===== config.mk =====
export PLATFORM = sky130hd
export DESIGN_NAME = ftss_ctrl
export DESIGN_NICKNAME = d
export VERILOG_FILES = /design/src/sv/ftss_pkg.sv /design/src/sv/ftss_ctrl.sv
export SDC_FILE = /design/constraint.sdc
export NUM_CORES = 1
export LEC_CHECK = 0
export ABC_AREA = 1
export BUFFER_PORTS_ARGS = -buffer_cell sky130_fd_sc_hd__buf_2
export CORE_AREA = 2 2 39 41
export CTS_BUF_LIST = sky130_fd_sc_hd__clkbuf_8 sky130_fd_sc_hd__clkbuf_16
export CTS_CLUSTER_SIZE = 24
export DETAILED_ROUTE_END_ITERATION = 10
export DIE_AREA = 0 0 41 43
export PLACE_DENSITY = 0.68
export SLEW_MARGIN = 20
export SYNTH_ARGS = -nofsm -noshare
export SYNTH_HDL_FRONTEND = slang
export SYNTH_SLANG_ARGS = --single-unit

===== constraint.sdc =====
create_clock -name clock -period 1.4 [get_ports clock]
set_clock_uncertainty 0.2 [all_clocks]
set_input_delay 0.14 -clock clock [delete_from_list [all_inputs] [get_ports clock]]
set_output_delay 0.14 -clock clock [all_outputs]
set_load 0.005 [all_outputs]

===== src/sv/ftss_pkg.sv =====
`timescale 1ns / 1ps
// ----------------------------------------------------------------------------
// ftss_pkg
// Shared types, constants and helpers of the film tile sample splat unit.
// ----------------------------------------------------------------------------
package ftss_pkg;

   localparam int FILTER_TABLE_WIDTH = 16;
   localparam int TILE_DIM           = 32;

   localparam int TBL_N    = FILTER_TABLE_WIDTH * FILTER_TABLE_WIDTH;
   localparam int PIX_N    = TILE_DIM * TILE_DIM;
   localparam int TAW      = $clog2(TBL_N);
   localparam int PAW      = $clog2(PIX_N);
   localparam int IDXW     = $clog2(FILTER_TABLE_WIDTH);
   localparam int TWB      = $clog2(FILTER_TABLE_WIDTH + 1);
   localparam int CW       = 16;

   typedef enum logic [1:0] {
      ACT_LOAD  = 2'd0,
      ACT_ADD   = 2'd1,
      ACT_READ  = 2'd2,
      ACT_CLEAR = 2'd3
   } action_type;

   localparam logic [2:0] CSR_TILE_X_MIN   = 3'd0;
   localparam logic [2:0] CSR_TILE_Y_MIN   = 3'd1;
   localparam logic [2:0] CSR_TILE_X_MAX   = 3'd2;
   localparam logic [2:0] CSR_TILE_Y_MAX   = 3'd3;
   localparam logic [2:0] CSR_RADIUS_X     = 3'd4;
   localparam logic [2:0] CSR_RADIUS_Y     = 3'd5;
   localparam logic [2:0] CSR_INV_RADIUS_X = 3'd6;
   localparam logic [2:0] CSR_INV_RADIUS_Y = 3'd7;

   typedef struct packed {
      action_type         action;
      logic [19:0]        pos_x;
      logic [19:0]        pos_y;
      logic [15:0]        red;
      logic [15:0]        green;
      logic [15:0]        blue;
      logic [15:0]        sample_weight;
      logic [7:0]         table_index;
      logic signed [15:0] table_weight;
      logic [11:0]        pixel_x;
      logic [11:0]        pixel_y;
   } req_type;

   typedef struct packed {
      logic signed [39:0] red_sum;
      logic signed [39:0] green_sum;
      logic signed [39:0] blue_sum;
      logic signed [31:0] weight_sum;
      logic               in_tile;
   } rsp_type;

   typedef struct packed {
      logic signed [39:0] red;
      logic signed [39:0] green;
      logic signed [39:0] blue;
      logic signed [31:0] weight;
   } acc_type;

   typedef enum logic [3:0] {
      S_CLEAR,
      S_IDLE,
      S_SETUP,
      S_CHECK,
      S_IDX1,
      S_IDX2,
      S_MEMRD,
      S_MUL1,
      S_MUL2,
      S_WB,
      S_PIXRD,
      S_PIXOUT
   } state_type;

   typedef struct packed {
      logic capture;
      logic tbl_we;
      logic clr_we;
      logic setup;
      logic idx1;
      logic idx2;
      logic mem_rd;
      logic mul1;
      logic mul2;
      logic acc_we;
      logic pix_rd;
      logic rsp_valid;
   } cmd_type;

   typedef struct packed {
      logic empty;
      logic last_pix;
      logic clr_last;
   } status_type;

   // Table index from |offset| * inv_radius (14 + 8 fraction bits), capped.
   function automatic logic [IDXW-1:0] tbl_idx(input logic [39:0] prod);
      logic [22+TWB-1:0] scaled;
      scaled = {{TWB{1'b0}}, prod[21:0]} * (22+TWB)'(FILTER_TABLE_WIDTH);
      if (|prod[39:22]) begin
         tbl_idx = IDXW'(FILTER_TABLE_WIDTH - 1);
      end else begin
         tbl_idx = IDXW'(scaled[22+TWB-1:22]);
      end
   endfunction

endpackage


===== src/sv/ftss_ctrl.sv =====
`timescale 1ns / 1ps
// ----------------------------------------------------------------------------
// ftss_ctrl
// Sequencer for request actions, per-pixel splat steps and tile clearing.
// ----------------------------------------------------------------------------
module ftss_ctrl (
   input  logic                  clock,
   input  logic                  reset,
   input  logic                  start,
   input  ftss_pkg::action_type  action,
   input  ftss_pkg::status_type  status,
   output ftss_pkg::cmd_type     cmd,
   output logic                  busy
);
   import ftss_pkg::*;

   state_type state_ff, state_in;

   always_ff @(posedge clock) begin
      if (reset) begin
         state_ff <= S_CLEAR;
      end else begin
         state_ff <= state_in;
      end
   end

   always_comb begin
      state_in = state_ff;
      cmd      = '0;
      case (state_ff)
         S_CLEAR: begin
            cmd.clr_we = 1'b1;
            if (status.clr_last) begin
               state_in = S_IDLE;
            end
         end
         S_IDLE: begin
            if (start) begin
               cmd.capture = 1'b1;
               case (action)
                  ACT_LOAD:  cmd.tbl_we = 1'b1;
                  ACT_ADD:   state_in = S_SETUP;
                  ACT_READ:  state_in = S_PIXRD;
                  ACT_CLEAR: state_in = S_CLEAR;
                  default:   state_in = S_IDLE;
               endcase
            end
         end
         S_SETUP: begin
            cmd.setup = 1'b1;
            state_in  = S_CHECK;
         end
         S_CHECK: begin
            state_in = status.empty ? S_IDLE : S_IDX1;
         end
         S_IDX1: begin
            cmd.idx1 = 1'b1;
            state_in = S_IDX2;
         end
         S_IDX2: begin
            cmd.idx2 = 1'b1;
            state_in = S_MEMRD;
         end
         S_MEMRD: begin
            cmd.mem_rd = 1'b1;
            state_in   = S_MUL1;
         end
         S_MUL1: begin
            cmd.mul1 = 1'b1;
            state_in = S_MUL2;
         end
         S_MUL2: begin
            cmd.mul2 = 1'b1;
            state_in = S_WB;
         end
         S_WB: begin
            cmd.acc_we = 1'b1;
            state_in   = status.last_pix ? S_IDLE : S_IDX1;
         end
         S_PIXRD: begin
            cmd.pix_rd = 1'b1;
            state_in   = S_PIXOUT;
         end
         S_PIXOUT: begin
            cmd.rsp_valid = 1'b1;
            state_in      = S_IDLE;
         end
         default: state_in = S_IDLE;
      endcase
   end

   assign busy = (state_ff != S_IDLE);

endmodule


==> results.toml, run 1 <==
[clocking]
h-tree-depth = 1
clockBufferDepth = 2
clock_sinks = 4
clk_latency_ns = 0.22
clockRootBuffer = "clkbuf_8"
cts_tree = "done"
path_clk_slew_ns = 0.03
cts_buffers = 3

[layout]
largest_reg_flops = 4
num_antenna_cells = 0
nNetsFinal = 121
areaGrowthSynthToFinish_pct = 59.2
final_cells = 123
layout-drive-gt1-share_pct = 45.8
largest_register = "state_ff"
postLayoutCellArea_sq_um = 683
top_regs = "state_ff x4"

[yosys]
ys_seq_elements = 4
netlist_area_sq_um = 429
syn_nets = 90
synth_edf_count = 0
synth.avg_cell_area_sq_um = 5.50
yosys_warnings = 0
synthFlopType = "dfxtp_1"
yosysUniqueCellTypes = 13
synth.largest_area_cell = "dfxtp_1"
synthTopCellsByArea = "dfxtp_1, nand2_1, nor2_1"
postSynthCellCount = 78
synth_commonest_cells = "nand2_1, nor2_1, inv_1, nand3_1"
synth.most_common_cell = "nand2_1"
async_reset_ff_share_pct = 0
synth.top_cell.area_share_pct = 18.7
ys_seq_area_share_pct = 18.7

[hold_path]
worst_hold_path_type = "primary input to flip-flop"
min-delay-start = "status[1]"
hold_path_end = "state_ff[2]$_SDFFE_PP0P_"
holdPathStages = 4

[global_route]
antenna_found_initial = 0
grt_max_degree = 6
grt_first_pass_wirelength_microns = 1750
grt.total_usage_pct = 14.9
grt_pass1_vias = 452
overflow = 0

[timing]
slew_headroom_pct = 83.1
finalSetupViolations = 0
rsz0062_at_grt = "true"
worst_pin_slew_ns = 0.253
max_freq_ghz = 0.715
setup_slack_ns = 0.000719
finalCritPeriodShare_pct = 99.9
slew_violations = 0
finalHoldViolCount = 0
finalCriticalPeriod_ns = 1.40
holdWs_ns = 0.00888

[routing]
ant_nets = 0
drc = 0
drt_iter0_drc = 14
route.vias.total = 557
wirelength_microns = 1200
vias_per_cell = 4.53
wl_per_cell_microns = 9.72
first_pass_iters = 4

[outcome]
outcome = "finished, final reports clean"

[floorplan]
io_pins = 21
die_y_microns = 43
rows = 14
core_sq_um = 1380
fp.dieW_microns = 41
start_util_pct = 31.0
dieArea_sq_um = 1760

[critical_path]
cp.required_ns = 1.06
reg2reg_slack_ns = 0.05
crit_slowest_cell = "dfxtp_4"
cp-end-kind = "output pin"
arrival_ns = 1.06
worstPathMaxFanout = 5
cp-start-kind = "flip-flop"
regToRegEndpoint = "state_ff[1]$_SDFFE_PP0P_"
crit_chain = "inv_2 > nand2_4 > nor2_4 > inv_2 > nor2_1 > buf_2"
max_stage_delay_ns = 0.36
path_class = "flip-flop to output pin"
crit_path_frequent_cell = "inv_2"
reg2reg_depth = 5
crit-reg2reg-launch = "state_ff[3]$_SDFFE_PP0P_"

[placed_design]
place_congestion = 0.790
pre_cts_ws_ns = -0.00881
placed_cells = 115
port_buffers = 20
place_area_sq_um = 557
dp_hpwl_microns = 884

[pwr]
total_power_mw = 0.668
power_density_nw_per_um2 = 978
power.leakage_nw = 0.397
peakVddDrop_v = 0.000413

[job]
max-cap-violations = 0
## kinds of logic after synthesis
group | after synthesis | synth area share, %
compound gates | 3 | 3.79
fa+ha+maj | 4 | 11.7
flops | 4 | 18.7
simple gates | 51 | 51.9
buf+inv | 16 | 14.0
## critical path: cells and delay by family (launching register included)
family / cells / cell delay (ns)
DFF: 1 / 0.36
and+or+nand+nor: 3 / 0.26
buffers and inverters: 3 / 0.23
## cell usage in the layout, fill, tap and decap left out
cell type,count
buf_2,20
nand2_1,19
nor2_1,14
inv_1,10
inv_2,5
nand3_1,5
buf_4,5
ha_1,4
nor2_2,3
nor2_4,3
nand2_2,3
clkbuf_8,3
o21ai_0,2
nand3b_1,2
dfxtp_4,2
dfxtp_2,2
inv_4,1
nand2_4,1
and2_4,1
a31oi_1,1
dlygate4sd3_1,1
## report_power, final
group	internal, mW	switching, mW
Combinational	0.119	0.140
Clock	0.184	0.0670
Sequential	0.132	0.0266
Total	0.435	0.233
## repair_timing
action,CTS,global route
pin swaps,2,3
setup endpoints to repair,8,14
hold buffers,1,0
setup buffers,3,2
gates resized for setup,9,12
endpoints found under the hold margin,3,0
## metal layers
layer	wire (microns)	global-route usage, %	vias to the layer above
met5	0	0	-
met2	621	23.1	22
met3	69	4.71	2
met4	13	8.00	0
li1	-	-	293
met1	492	17.3	240
## stage by stage
step | setup TNS, ns | util, %
after floorplan | 0 | -
after global placement | 0 | 40.2
after detailed placement | -0.00881 | 40.2
after CTS | -0.0595 | 46.7
after global routing | -0.397 | 49.4
final | 0 | 49.4
## layout make-up
type                    count  area [sq um]
fillers                   147           701
multi-input cells          58           322
repair buffers             26           148
flip-flops and latches      4          90.1
inverters                  16          62.6
clock buffers               3          41.3
well taps                  16          20.0
## worst max path at each step
| stage | start | endpoint | slack, ns | depth (start not counted) |
|---|---|---|---|---|
| floorplan | action[0] | state_ff[1]$_SDFFE_PP0P_ | 0.17 | 7 |
| global placement | action[0] | state_ff[1]$_SDFFE_PP0P_ | 0.02 | 8 |
| detailed placement | action[0] | state_ff[1]$_SDFFE_PP0P_ | -0.009 | 8 |
| CTS | state_ff[2]$_SDFFE_PP0P_ | cmd[10] | -0.03 | 6 |
| global route | state_ff[2]$_SDFFE_PP0P_ | cmd[2] | -0.05 | 4 |
| finish | state_ff[1]$_SDFFE_PP0P_ | cmd[10] | 0.0007 | 6 |
(Power assumes the default switching activity.)
==> run 2, diff against run 1 <==
- ABC_AREA: 1 -> not set
- PLACE_DENSITY: 0.68 -> 0.72
==> results.toml, run 2 <==
[outcome]
outcome = "finished with violations"
violations = "negative setup slack"

[yosys]
yosys_warnings = 0
synth.largest_area_cell = "dfxtp_1"
synthTopCellsByArea = "dfxtp_1, ha_1, nor2_1"
netlist_area_sq_um = 469
postSynthCellCount = 61
async_reset_ff_share_pct = 0
ys_seq_elements = 4
synth.top_cell.area_share_pct = 17.1
synth.avg_cell_area_sq_um = 7.69
yosysUniqueCellTypes = 25
syn_nets = 73
synth_commonest_cells = "nor2_1, inv_1, nor3_1"
synth_edf_count = 0
synth.most_common_cell = "nor2_1"
synthFlopType = "dfxtp_1"
ys_seq_area_share_pct = 17.1

[routing]
top_layer = "met4"
met1Wirelength_microns = 601
ant_nets = 0
vias_per_cell = 5.04
drt_iter0_drc = 5
drc = 0
wl_met2_microns = 923
wl_per_cell_microns = 13.4
first_pass_iters = 4
wl_met3_microns = 89
wirelength_microns = 1660
route.vias.total = 625

[pwr]
total_power_mw = 0.647
power_density_nw_per_um2 = 641
seqPwrFrac_pct = 19.5
p_sw_mw = 0.189
power.leakage_nw = 0.496
power.internal_mw = 0.458
peakVddDrop_v = 0.000370
sw_frac_of_total_pct = 29.2
pwr-share-comb_pct = 40.9
clock_power_share_pct = 39.5

[clocking]
clockRootBuffer = "clkbuf_8"
path_clk_slew_ns = 0.04
cts_buffers = 3
h-tree-depth = 1
cts_tree = "done"
clockBufferDepth = 2
clock_sinks = 4
clk_latency_ns = 0.22

[job]
max-cap-violations = 0

[layout]
final_cell_mix = "buf_2, buf_4, buf_6"
areaGrowthSynthToFinish_pct = 115
num_antenna_cells = 0
top_regs = "state_ff x4"
postLayoutCellArea_sq_um = 1010
nNetsFinal = 122
largest_reg_flops = 4
post-route-util_pct = 72.9
layout_commonest_cell = "buf_2"
layout-drive-gt1-share_pct = 67.6
largest_register = "state_ff"
final_cells = 124

[global_route]
antenna_found_initial = 0
overflow = 0
grt.total_usage_pct = 19.4
grt_first_pass_wirelength_microns = 2330
grt_max_degree = 9
grt_pass1_vias = 573

[placed_design]
port_buffers = 20
place_congestion = 0.731
pre_cts_ws_ns = -0.0657
placed_cells = 109
place_area_sq_um = 717
dp_hpwl_microns = 978

[floorplan]
rows = 14
die_y_microns = 43
start_util_pct = 33.9
fp.dieW_microns = 41
dieArea_sq_um = 1760
io_pins = 21
core_sq_um = 1380

[timing]
setup-tns-final_ns = -1.93
slew_headroom_pct = 81.8
rsz0062_at_grt = "true"
worst_pin_slew_ns = 0.272
max_freq_ghz = 0.615
finalCritPeriodShare_pct = 116
holdWs_ns = 0.0273
finalHoldViolCount = 0
finalSetupViolations = 17
setup_slack_ns = -0.226
slew_violations = 0
finalCriticalPeriod_ns = 1.63

[hold_path]
worst_hold_path_type = "primary input to flip-flop"

[critical_path]
path_class = "flip-flop to output pin"
worstPathMaxFanout = 4
arrival_ns = 1.29
cp-start-kind = "flip-flop"
cp.required_ns = 1.06
cp-end-kind = "output pin"
==> run 2: critical path: stages (launching register included) <==
cell,delay (ns)
dfxtp_4,0.35
buf_12,0.12
buf_4,0.14
nor4_4,0.20
buf_4,0.16
buf_6,0.09
==> run 2: layout make-up <==
| class | instances | area (sq um) |
|---|---|---|
| fillers | 93 | 375 |
| flip-flops and latches | 4 | 95.1 |
| well taps | 16 | 20.0 |
| clock buffers | 3 | 41.3 |
| repair buffers | 48 | 380 |
| inverters | 5 | 18.8 |
| multi-input cells | 48 | 453 |
==> run 2: worst paths after layout <==
path	start	end	slack (ns)	cells past startpoint
worst min register to register	state_ff[3]$_SDFFE_PP0P_	state_ff[2]$_SDFFE_PP0P_	0.42	2
worst max register to register	state_ff[1]$_SDFFE_PP0P_	state_ff[1]$_SDFFE_PP0P_	-0.17	7
worst max-delay path	state_ff[1]$_SDFFE_PP0P_	cmd[9]	-0.23	5
worst min-delay path	status[1]	state_ff[2]$_SDFFE_PP0P_	0.03	3
==> run 2: power by group through the flow <==
stage          Combinational, mW  Clock, mW  Sequential [mW]
2_1_floorplan             0.0865          0            0.128
3_3_place_gp               0.166          0            0.131
3_5_place_dp               0.170          0            0.131
4_1_cts                    0.228      0.259            0.126
5_1_grt                    0.282      0.259            0.126
6_report                   0.265      0.256            0.126
==> run 2: per-layer routing <==
metal | vias to the layer above | track usage, %
li1 | 306 | -
met1 | 290 | 18.7
met2 | 25 | 34.4
met3 | 4 | 3.66
met4 | 0 | 12.0
met5 | - | 0
==> run 2: cells by family after synthesis <==
| logic type | Yosys count | share of synthesized area (%) |
|---|---|---|
| fa+ha+maj | 4 | 10.7 |
| buf+inv | 9 | 8.27 |
| simple gates | 34 | 45.3 |
| flops | 4 | 17.1 |
| compound gates | 10 | 18.7 |
==> run 2: repair_timing <==
item	4_1_cts	5_1_grt
gates cloned	0	0
setup buffers	6	6
pin swaps	10	7
endpoints found under the hold margin	2	0
gates resized for setup	24	15
hold buffers	2	0
setup endpoints to repair	17	17
